### src/rtl/swlr_pkg.sv
// Package for the stopwatch lap recorder: event codes, lap entry type and defaults.
// Used by swlr_lap_mem and stopwatch_lap_recorder_core; depends on nothing.
package swlr_pkg;

  // Default number of lap history entries.
  localparam int unsigned LapDepthDef = 16;

  // Field widths fixed by the interface.
  localparam int unsigned FuncW     = 3;
  localparam int unsigned IdxW      = 8;
  localparam int unsigned SeqW      = 8;
  localparam int unsigned TickW     = 32;
  localparam int unsigned DebounceW = 16;
  localparam int unsigned LapsW     = 5;

  // Debounce distance after reset.
  localparam logic [DebounceW-1:0] DebounceRst = 16'd52;

  // Event codes carried by each input transaction.
  typedef enum logic [FuncW-1:0] {
    FUNC_TICK   = 3'd0,
    FUNC_EDGE   = 3'd1,
    FUNC_TOGGLE = 3'd2,
    FUNC_RESET  = 3'd3,
    FUNC_LAP    = 3'd4,
    FUNC_READ   = 3'd5
  } func_e;

  // One lap history entry as held in the memory.
  typedef struct packed {
    logic [SeqW-1:0]  seq;
    logic [TickW-1:0] interval;
    logic [TickW-1:0] mark;
  } lap_entry_t;

endpackage

### src/rtl/swlr_lap_mem.sv
// Lap history memory: one write port, one read port with registered read data.
// Depends on swlr_pkg for the lap entry type.
module swlr_lap_mem #(
  parameter int unsigned Depth = swlr_pkg::LapDepthDef,
  parameter int unsigned AddrW = $clog2(Depth)
) (
  input  logic                   clk_i,
  input  logic                   we_i,
  input  logic [AddrW-1:0]       waddr_i,
  input  swlr_pkg::lap_entry_t   wdata_i,
  input  logic                   re_i,
  input  logic [AddrW-1:0]       raddr_i,
  output swlr_pkg::lap_entry_t   rdata_o
);
  import swlr_pkg::*;

  lap_entry_t mem_q [Depth];
  lap_entry_t rdata_q;

  // Write port.
  always_ff @(posedge clk_i) begin
    if (we_i) begin
      mem_q[waddr_i] <= wdata_i;
    end
  end

  // Read port with registered read data; data holds until the next read.
  always_ff @(posedge clk_i) begin
    if (re_i) begin
      rdata_q <= mem_q[raddr_i];
    end
  end

  assign rdata_o = rdata_q;

endmodule

### src/rtl/stopwatch_lap_recorder_core.sv
// Top level of the stopwatch lap recorder: event decode, counters and result register.
// Depends on swlr_pkg and swlr_lap_mem.

// The core takes one event transaction per clock cycle, stalled only by a held result
// register, and returns exactly one result transaction for each in the cycle after
// acceptance, showing the stopwatch state after that event. Lap history lives in a
// circular buffer memory of LAP_DEPTH entries with a fill count, so a reset event clears
// the history without sweeping the memory. A lap read is issued to the memory in the
// accept cycle and its registered data is presented with the result; a read beyond the
// stored laps returns zeros. The user must write the debounce register through
// cfg_we_i/cfg_wdata_i only while the core is idle; the block does not enforce this.
module stopwatch_lap_recorder_core #(
  parameter int unsigned LAP_DEPTH = swlr_pkg::LapDepthDef
) (
  input  logic                          clk_i,
  input  logic                          rst_ni,
  input  logic                          cfg_we_i,
  input  logic [swlr_pkg::DebounceW-1:0] cfg_wdata_i,
  input  logic                          in_valid_i,
  output logic                          in_stall_o,
  input  logic [swlr_pkg::FuncW-1:0]    func_i,
  input  logic [swlr_pkg::IdxW-1:0]     lap_index_i,
  output logic                          out_valid_o,
  input  logic                          out_stall_i,
  output logic                          running_o,
  output logic [swlr_pkg::TickW-1:0]    elapsed_ticks_o,
  output logic [swlr_pkg::LapsW-1:0]    laps_stored_o,
  output logic                          lap_taken_o,
  output logic                          edge_accepted_o,
  output logic [swlr_pkg::SeqW-1:0]     lap_number_o,
  output logic [swlr_pkg::TickW-1:0]    lap_interval_o,
  output logic [swlr_pkg::TickW-1:0]    lap_elapsed_o,
  output logic [swlr_pkg::TickW-1:0]    free_ticks_o,
  output logic [swlr_pkg::TickW-1:0]    press_count_o,
  output logic [swlr_pkg::TickW-1:0]    bounce_count_o,
  output logic [swlr_pkg::TickW-1:0]    toggle_count_o
);
  import swlr_pkg::*;

  localparam int unsigned AddrW  = $clog2(LAP_DEPTH);
  localparam int unsigned CountW = $clog2(LAP_DEPTH + 1);

  // Configuration.
  logic [DebounceW-1:0] debounce_q;

  // Stopwatch state.
  logic              run_q, run_d;
  logic [TickW-1:0]  elapsed_q, elapsed_d;
  logic [TickW-1:0]  free_q, free_d;
  logic [TickW-1:0]  mark_q, mark_d;
  logic [CountW-1:0] count_q, count_d;
  logic [SeqW-1:0]   seq_q, seq_d;
  logic [AddrW-1:0]  wptr_q, wptr_d;
  logic [TickW-1:0]  last_edge_q, last_edge_d;
  logic              edge_seen_q, edge_seen_d;
  logic [TickW-1:0]  presses_q, presses_d;
  logic [TickW-1:0]  bounces_q, bounces_d;
  logic [TickW-1:0]  toggles_q, toggles_d;

  // Result register flags.
  logic out_valid_q, out_valid_d;
  logic taken_q, taken_d;
  logic accepted_q, accepted_d;
  logic hit_q, hit_d;

  // Memory access.
  logic             in_acc;
  logic             edge_ok;
  logic             mem_we;
  logic             mem_re;
  logic [AddrW:0]   rd_sum;
  logic [AddrW-1:0] mem_raddr;
  lap_entry_t       mem_wdata;
  lap_entry_t       mem_rdata;

  // Handshake: a new event enters whenever the result register is free or being taken.
  assign in_stall_o = out_valid_q & out_stall_i;
  assign in_acc     = in_valid_i & ~in_stall_o;

  // Debounce check against the last accepted edge.
  assign edge_ok = ~edge_seen_q ||
                   ((free_q - last_edge_q) >= {{(TickW-DebounceW){1'b0}}, debounce_q});

  // Read address: newest entry sits just below the write pointer.
  assign rd_sum = {1'b0, wptr_q} + (AddrW+1)'(LAP_DEPTH - 1)
                  - {1'b0, lap_index_i[AddrW-1:0]};
  assign mem_raddr = (rd_sum >= (AddrW+1)'(LAP_DEPTH)) ?
                     AddrW'(rd_sum - (AddrW+1)'(LAP_DEPTH)) : rd_sum[AddrW-1:0];

  // Next-state logic for one event.
  always_comb begin
    run_d       = run_q;
    elapsed_d   = elapsed_q;
    free_d      = free_q;
    mark_d      = mark_q;
    count_d     = count_q;
    seq_d       = seq_q;
    wptr_d      = wptr_q;
    last_edge_d = last_edge_q;
    edge_seen_d = edge_seen_q;
    presses_d   = presses_q;
    bounces_d   = bounces_q;
    toggles_d   = toggles_q;
    taken_d     = 1'b0;
    accepted_d  = 1'b0;
    hit_d       = 1'b0;
    mem_we      = 1'b0;
    mem_re      = 1'b0;
    mem_wdata.seq      = seq_q + SeqW'(1);
    mem_wdata.interval = elapsed_q - mark_q;
    mem_wdata.mark     = elapsed_q;
    if (in_acc) begin
      unique case (func_e'(func_i))
        FUNC_TICK: begin
          free_d = free_q + TickW'(1);
          if (run_q) begin
            elapsed_d = elapsed_q + TickW'(1);
          end
        end
        FUNC_EDGE: begin
          if (edge_ok) begin
            edge_seen_d = 1'b1;
            last_edge_d = free_q;
            presses_d   = presses_q + TickW'(1);
            run_d       = ~run_q;
            toggles_d   = toggles_q + TickW'(1);
            accepted_d  = 1'b1;
          end else begin
            bounces_d = bounces_q + TickW'(1);
          end
        end
        FUNC_TOGGLE: begin
          run_d     = ~run_q;
          toggles_d = toggles_q + TickW'(1);
        end
        FUNC_RESET: begin
          run_d     = 1'b0;
          elapsed_d = '0;
          mark_d    = '0;
          count_d   = '0;
          seq_d     = '0;
        end
        FUNC_LAP: begin
          if (run_q) begin
            mem_we  = 1'b1;
            seq_d   = seq_q + SeqW'(1);
            mark_d  = elapsed_q;
            wptr_d  = (wptr_q == AddrW'(LAP_DEPTH - 1)) ? '0 : wptr_q + AddrW'(1);
            taken_d = 1'b1;
            if (count_q != CountW'(LAP_DEPTH)) begin
              count_d = count_q + CountW'(1);
            end
          end
        end
        FUNC_READ: begin
          // A stored count never exceeds the depth, so this also bounds the index.
          if (lap_index_i < IdxW'(count_q)) begin
            hit_d  = 1'b1;
            mem_re = 1'b1;
          end
        end
        default: begin
        end
      endcase
    end
  end

  // Result register valid.
  always_comb begin
    if (in_acc) begin
      out_valid_d = 1'b1;
    end else if (out_stall_i) begin
      out_valid_d = out_valid_q;
    end else begin
      out_valid_d = 1'b0;
    end
  end

  // Configuration register.
  always_ff @(posedge clk_i or negedge rst_ni) begin
    if (!rst_ni) begin
      debounce_q <= DebounceRst;
    end else if (cfg_we_i) begin
      debounce_q <= cfg_wdata_i;
    end
  end

  // State and result flag registers.
  always_ff @(posedge clk_i or negedge rst_ni) begin
    if (!rst_ni) begin
      run_q       <= 1'b0;
      elapsed_q   <= '0;
      free_q      <= '0;
      mark_q      <= '0;
      count_q     <= '0;
      seq_q       <= '0;
      wptr_q      <= '0;
      last_edge_q <= '0;
      edge_seen_q <= 1'b0;
      presses_q   <= '0;
      bounces_q   <= '0;
      toggles_q   <= '0;
      out_valid_q <= 1'b0;
      taken_q     <= 1'b0;
      accepted_q  <= 1'b0;
      hit_q       <= 1'b0;
    end else begin
      run_q       <= run_d;
      elapsed_q   <= elapsed_d;
      free_q      <= free_d;
      mark_q      <= mark_d;
      count_q     <= count_d;
      seq_q       <= seq_d;
      wptr_q      <= wptr_d;
      last_edge_q <= last_edge_d;
      edge_seen_q <= edge_seen_d;
      presses_q   <= presses_d;
      bounces_q   <= bounces_d;
      toggles_q   <= toggles_d;
      out_valid_q <= out_valid_d;
      if (in_acc) begin
        taken_q    <= taken_d;
        accepted_q <= accepted_d;
        hit_q      <= hit_d;
      end
    end
  end

  // Lap history memory.
  swlr_lap_mem #(
    .Depth (LAP_DEPTH),
    .AddrW (AddrW)
  ) u_lap_mem (
    .clk_i   (clk_i),
    .we_i    (mem_we),
    .waddr_i (wptr_q),
    .wdata_i (mem_wdata),
    .re_i    (mem_re),
    .raddr_i (mem_raddr),
    .rdata_o (mem_rdata)
  );

  // The state registers only move when a new result loads, so they are the result.
  assign out_valid_o     = out_valid_q;
  assign running_o       = run_q;
  assign elapsed_ticks_o = elapsed_q;
  assign laps_stored_o   = LapsW'(count_q);
  assign lap_taken_o     = taken_q;
  assign edge_accepted_o = accepted_q;
  assign lap_number_o    = hit_q ? mem_rdata.seq : '0;
  assign lap_interval_o  = hit_q ? mem_rdata.interval : '0;
  assign lap_elapsed_o   = hit_q ? mem_rdata.mark : '0;
  assign free_ticks_o    = free_q;
  assign press_count_o   = presses_q;
  assign bounce_count_o  = bounces_q;
  assign toggle_count_o  = toggles_q;

  // The fill count never runs past the depth.
  a_count_bound: assert property (@(posedge clk_i) disable iff (!rst_ni)
    count_q <= CountW'(LAP_DEPTH))
    else $error("lap count exceeds history depth");

  // A reported lap always leaves at least one entry stored.
  a_lap_stored: assert property (@(posedge clk_i) disable iff (!rst_ni)
    (out_valid_q && taken_q) |-> (count_q != '0))
    else $error("lap taken with empty history");

  // An accepted button edge advances the toggle counter by one.
  a_edge_toggle: assert property (@(posedge clk_i) disable iff (!rst_ni)
    (in_acc && (func_i == FUNC_EDGE) && edge_ok) |=>
      (toggles_q == $past(toggles_q) + TickW'(1)))
    else $error("accepted edge did not count a toggle");

  // A history hit only comes from an index below the history depth.
  a_read_hit: assert property (@(posedge clk_i) disable iff (!rst_ni)
    (in_acc && hit_d) |-> (lap_index_i < IdxW'(LAP_DEPTH)))
    else $error("history read beyond depth");

endmodule
### config.mk
export PLATFORM = sky130hd
export DESIGN_NAME = stopwatch_lap_recorder_core
export DESIGN_NICKNAME = d
export VERILOG_FILES = /design/src/rtl/swlr_pkg.sv /design/src/rtl/swlr_lap_mem.sv /design/src/rtl/stopwatch_lap_recorder_core.sv
export SDC_FILE = /design/constraint.sdc
export NUM_CORES = 2
export LEC_CHECK = 0
export BUFFER_PORTS_ARGS = -buffer_cell sky130_fd_sc_hd__buf_2
export CAP_MARGIN = 20
export CELL_PAD_IN_SITES_DETAIL_PLACEMENT = 0
export CELL_PAD_IN_SITES_GLOBAL_PLACEMENT = 1
export CORE_ASPECT_RATIO = 1.1
export CORE_MARGIN = 2
export CORE_UTILIZATION = 30
export DETAILED_ROUTE_END_ITERATION = 10
export GPL_TIMING_DRIVEN = 0
export PLACE_DENSITY = 0.52
export REMOVE_ABC_BUFFERS = 1
export SLEW_MARGIN = 20
export SYNTH_ARGS = -nofsm -noshare
export SYNTH_HDL_FRONTEND = slang
export SYNTH_SLANG_ARGS = --single-unit
### constraint.sdc
create_clock -name clk_i -period 28.8 [get_ports clk_i]
set_input_delay 5.76 -clock clk_i [delete_from_list [all_inputs] [get_ports clk_i]]
set_output_delay 5.76 -clock clk_i [all_outputs]
set_load 0.02 [all_outputs]
Word-level counts from Yosys, hierarchy flattened
Memories as Yosys holds them, arrays and structs flattened. A register that Yosys moved wholly into a read port is not among the register bits.
Cells that the tools add are included.
Operators by class
  add/subtract/negate cells: 13
  order comparisons: 3
  eq/ne operators: 12
  multiplexer cells: 30
  bitwise operators: 6
  reductions and logical operators: 15
Operators with widths (number)
  32-bit case mux with 2 select lines: 3
  32-bit by 1-bit adder with 32-bit output, second input constant: 5
  32-bit two-way mux: 5
  32-bit subtractor: 2
  32-bit by 16-bit >= comparator with 1-bit output: 1
  3-bit AND reduction: 7
  8-bit two-way mux: 2
  8-bit case mux with 2 select lines: 1
  1-bit two-way mux: 13
  5-bit two-way mux: 2
  5-bit case mux with 2 select lines: 1
  8-bit by 1-bit adder with 8-bit output, second input constant: 1
  8-bit by 5-bit less-than comparator with 1-bit output: 1
  4-bit two-way mux: 2
  2-bit != test, second input constant: 4
  3-bit by 2-bit equality test with 1-bit output, second input constant: 2
  3-bit equality test, second input constant: 2
  2-bit nonzero test: 3
  4-bit by 4-bit adder with 5-bit output, second input constant: 1
  5-bit by 1-bit adder with 5-bit output, second input constant: 1
  5-bit >= comparator, second input constant: 1
  5-bit != test, second input constant: 1
  5-bit by 4-bit subtractor with 5-bit output: 1
  4-bit by 1-bit adder with 4-bit output, second input constant: 1
  other kinds (12): 16
Storage, ports and cells
  bits in registers: 263
  RAM bits: 1152
  output and inout bits: 242
  logic and storage cells: 97
  memories: 1
Memories
  u_lap_mem.mem_q: words 16, width 72, rd ports 1, clocked after Yosys merged registers in 1, wr ports 1, line swlr_lap_mem.sv:17  | lap_entry_t mem_q [Depth];

Logic depth before layout (Yosys ltp)
  depth after elaboration: 6
  mapped depth: 26
  gate-level depth less buffers: 23

By module
From an unflattened synthesis, not the netlist that was laid out.
Second synthesis, totals
  cells, all modules: 3649
  area, all modules: 61766.7 µm²
By module, submodules not included
  swlr_lap_mem: instances 1, cells each 1850, area each 45273.4 µm²
  stopwatch_lap_recorder_core: instances 1, cells each 1799, area each 16493.3 µm²

Least setup slack after synthesis
OpenSTA, ideal clock, no wires.
  kind: input-to-reg
  from: in lap_index_i[1] in the netlist's numbering
  to: reg u_lap_mem.rdata_o[0] (netlist name)
  data arrival time: 17.836 ns
  path slack: 10.072 ns
  stages on the path: 6
  path buffers: 0
  cells stage by stage: ha_1 > a21boi_0 > o21a_1 > o21ai_0 > nand2b_1 > a2111oi_0
Between the ends
  word-level cells in the longest chain between the ends: 4
RTL lines
  from (decl): line stopwatch_lap_recorder_core.sv:22  | input logic [swlr_pkg::IdxW-1:0] lap_index_i,
  8-bit by 5-bit less-than comparator with 1-bit output: line stopwatch_lap_recorder_core.sv:157  | if (lap_index_i < IdxW'(count_q)) begin
  1-bit two-way mux: line stopwatch_lap_recorder_core.sv:157
  1-bit two-way mux: line stopwatch_lap_recorder_core.sv:113  | unique case (func_e'(func_i))
  1-bit two-way mux: line stopwatch_lap_recorder_core.sv:112  | if (in_acc) begin
  via mem_re: line stopwatch_lap_recorder_core.sv:70  | logic mem_re;
The timed path passes the listed nets, and every way through them passes these cells.
A chain may end at the register's enable or synchronous reset.

Worst setup path after layout
  from: in out_stall_i
  to: out in_stall_o
Between the ends
  word-level cells in the longest chain between the ends: 1
RTL lines
  from (decl): line stopwatch_lap_recorder_core.sv:24  | input logic out_stall_i,
  1-bit AND: line stopwatch_lap_recorder_core.sv:77  | assign in_stall_o = out_valid_q & out_stall_i;
  to (decl): line stopwatch_lap_recorder_core.sv:20  | output logic in_stall_o,
No other way between the ends.

==> metrics.md <==
| Metric | Value |
|---|---|
| Synth top area share | `between 50 and 60%` |
| Post-Layout Cell Count | `between 7k and 8k` |
| Total length of routed wires | `about 170000 µm` |
| RR Endpoint | `bounce_count_o[12]$_DFFE_PN0P_` |
| Hold Crit Start | `bounce_count_o[31]$_DFFE_PN0P_` |
| Post-layout min period | `approximately 12 ns` |
| Final Hold Viols | `0` |
| Unrepaired setup endpoints after global routing | `no` |
| Crit end category | `primary output` |
| Max incr delay on CP | `approximately 0.16 ns` |
| Num CTS Buffers | `163` |
| R2R cell count | `20` |
| Reg-to-Reg Start | `free_ticks_o[0]$_DFFE_PN0P_` |
| Endpoints failing setup | `0` |
| Post-detail-place hpwl | `around 110000 µm` |
| Drt drc | `0` |
| Hold Path Class | `reg2reg` |
| Lkg Pwr | `~27 nW` |
| Clock edge transition at the registers on the reported setup and hold paths | `about 0.060 ns` |
| Total track usage | `16.2%` |
| Die ar. | `roughly 210000 µm²` |
| Finished Core Util | `36.0%` |
| Synth Cell Area | `roughly 62000 µm²` |
| Final ANT Viol Nets | `0` |
| Initial Utilization | `~30%` |
| Post-CTS sizing | `0` |
| Synth top area cells | `edfxtp_1, dfrtp_1, mux4_2` |
| Total Nets Final | `around 4.4k` |
| Fin worst setup slack | `between 15 and 20 ns` |
| First-pass GRT wire length | `approximately 250000 µm` |
| Num Clock Sinks | `1487` |
| Final Cycle Share | `between 40% and 50%` |
| Syn-to-layout area delta | `19.2%` |
| Synthesized instance count | `~3.9k` |
| Core Rows | `approximately 180` |
| Setup bufs post-CTS | `0` |
| Slowest cell on the critical path | `buf_2` |
| Initial antenna violation count | `15` |
| Die height | `between 400 and 500 µm` |
| Fmax | `about 84 MHz` |
| Core region area | `a little over 200000 µm²` |
| Predominant post-synthesis flop cell | `edfxtp_1` |
| Synth Register Bits | `between 1k and 1.5k` |
| Vias in the first global route | `36.8k` |
| Via density | `about 4.9` |
| Async set or reset register ratio after synthesis | `approximately 18%` |
| Cell mode on critical path | `buf_2` |
| Detailed-route via count | `~35k` |
| Drt pass-1 iters | `7` |
| Worst Path Max Fanout | `2` |
| DIE WIDTH | `439 µm` |
| Max clock buf depth | `3` |
| Dominant cell type by area after synthesis | `edfxtp_1` |
| Crit path launch type | `primary input` |
| RePlAce Congestion | `about 0.76` |
| Netlist cell types | `78` |
| Worst path cell trace | `buf_2 -> and2_1 -> buf_2` |
| Synth warn | `0` |
| Skew final | `0.0359 ns` |
| Relative slew slack | `between 30 and 40%` |
| Power Density | `94.6 nW/µm²` |
| Drt wl/cell | `23.9 µm` |
| Io pins | `between 200 and 300` |
| Post-synth EDFFs | `approximately 1.2k` |
| Worst slew pin tran | `1.01 ns` |
| Place WS | `around 17 ns` |
| Placed cells | `around 6.9k` |
| Critical path class | `in2out` |
| Max-cap viol count | `0` |
| Worst Hold Depth | `1` |
| Max-slew violations | `0` |
| Seq/Total Area, Yosys | `a little over two thirds` |
| Fraction of layout cells with a size suffix above 1 | `a little under a quarter` |
| Maximum VDD drop | `68.8 µV` |
| Largest net degree at the start of global routing | `86` |
| Arr. time, crit path | `approximately 6.2 ns` |
| Status | `complete, no violations` |
| Buffers on Ports | `between 200 and 300` |
| H-tree depth reported by CTS | `4` |
| Clock root buffer | `clkbuf_16` |
| Overflow after GRT | `0` |
| R2R setup slack | `approximately 22 ns` |
| Worst skew pair latency | `0.81 ns` |
| Hold worst-path end | `bounce_count_o[31]$_DFFE_PN0P_` |
| DRT iter0 DRCs | `approximately 2.2k` |
| # hold bufs at CTS | `0` |
| CTS tree | `built` |
| CP Data Required Time | `approximately 23 ns` |
| Syn Area/Cell | `between 15 and 20 µm²` |
-- cells in the mapped netlist, types with 30 or more instances --
cell type,count
edfxtp_1,1224
clkbuf_1,120
o31ai_1,30
nand4_1,39
a31oi_1,81
nand3_1,75
nand2_1,492
and2_1,99
ha_1,97
o21ai_0,74
a21oi_1,62
xor2_1,75
a21o_1,39
inv_1,113
dfrtp_1,260
nor2_1,107
and3_1,138
nor3_1,33
xnor2_1,135
buf_1,45
mux4_2,288
buf_4,33
-- state kept, by name (all words and copies together), names as in the netlist, 8 cells and up --
signal and count:
u_lap_mem.mem_q 1152, last_edge_q 32, bounce_count_o 32, free_ticks_o 32
mark_q 32, u_lap_mem.rdata_o 72, elapsed_ticks_o 32, debounce_q 16
seq_q 8, toggle_count_o 32, press_count_o 32
-- layout make-up --
type,instances,area (µm²)
clock buffers,220,4520
flip-flops and latches,1487,43300
multi-input cells,2098,18100
diodes,6,15.0
inverters,113,424
clock inverters,76,656
repair buffers,417,3910
well taps,2743,3430
fillers,19600,132000
-- placed cells by master, fill, tap and decap left out, drive strengths merged, types with 11 or more instances in the layout --
cell	count
mux4	288
o211ai	17
clkbuf	220
o21ai	99
nand2b	16
nor2b	11
nor2	107
ha	97
and2	101
and4	19
nor3	34
a31oi	81
xor2	75
edfxtp	1224
o21a	19
xnor2	135
clkinv	58
nor4	17
a21oi	62
and3	139
nand3	75
o2111ai	21
inv	120
buf	417
nand4	40
o31ai	30
a21o	39
nand2	492
dfrtp	260
-- worst max-delay path by stage --
stage / cells after the start / endpoint / from
floorplan: 6 / u_lap_mem.rdata_o[0]$_DFFE_PP_ / lap_index_i[1]
global placement: 5 / u_lap_mem.rdata_o[60]$_DFFE_PP_ / lap_index_i[4]
detailed placement: 3 / in_stall_o / out_stall_i
CTS: 3 / in_stall_o / out_stall_i
global route: 3 / in_stall_o / out_stall_i
finish: 3 / in_stall_o / out_stall_i
-- critical path: cells and delay by family --
| kind | cells | cell delay [ns] |
|---|---|---|
| buffers and inverters | 2 | 0.26 |
| AND/OR/NAND/NOR | 1 | 0.15 |
-- report_power, final --
group	leakage (nW)	internal [W]	switching, W
clock	2.54	0.00117	0.000867
sequential	14.3	0.00261	0.0000372
combinational	10.3	0.000997	0.00135
total	27.1	0.00478	0.00226
-- stage by stage --
step | area (µm²) | hold WS, ns | power [W] | TNS, ns
6_report | 74400 | 0.478 | 0.00704 | 0
5_1_grt | 74400 | 0.488 | 0.00741 | 0
4_1_cts | 74200 | 0.472 | 0.00716 | 0
3_5_place_dp | 69100 | 0.453 | 0.00509 | 0
3_3_place_gp | 66300 | 0.454 | 0.00584 | -595.94
2_1_floorplan | 61500 | 0.425 | 0.00455 | 0
-- layer usage --
layer  up-vias  routed length (µm)  GRT usage [%]
met5         -                 123              0
met4        18                4230           4.71
met3       239                8910           3.55
met2       750               82800           26.9
met1     18100               75000           21.3
li1      15700                   -              -
-- cell families after synthesis --
family / count (synthesis) / synth area share (%)
buffers and inverters: 324 / 2.21
AO/OA/AOI/OAI: 420 / 4.60
AND/OR/NAND/NOR: 1075 / 8.31
flip-flops: 1487 / 69.4
multiplexers: 293 / 10.5
adder cells (fa/ha/maj): 100 / 2.04
XOR/XNOR: 210 / 2.95
(Power assumes the default switching activity.)
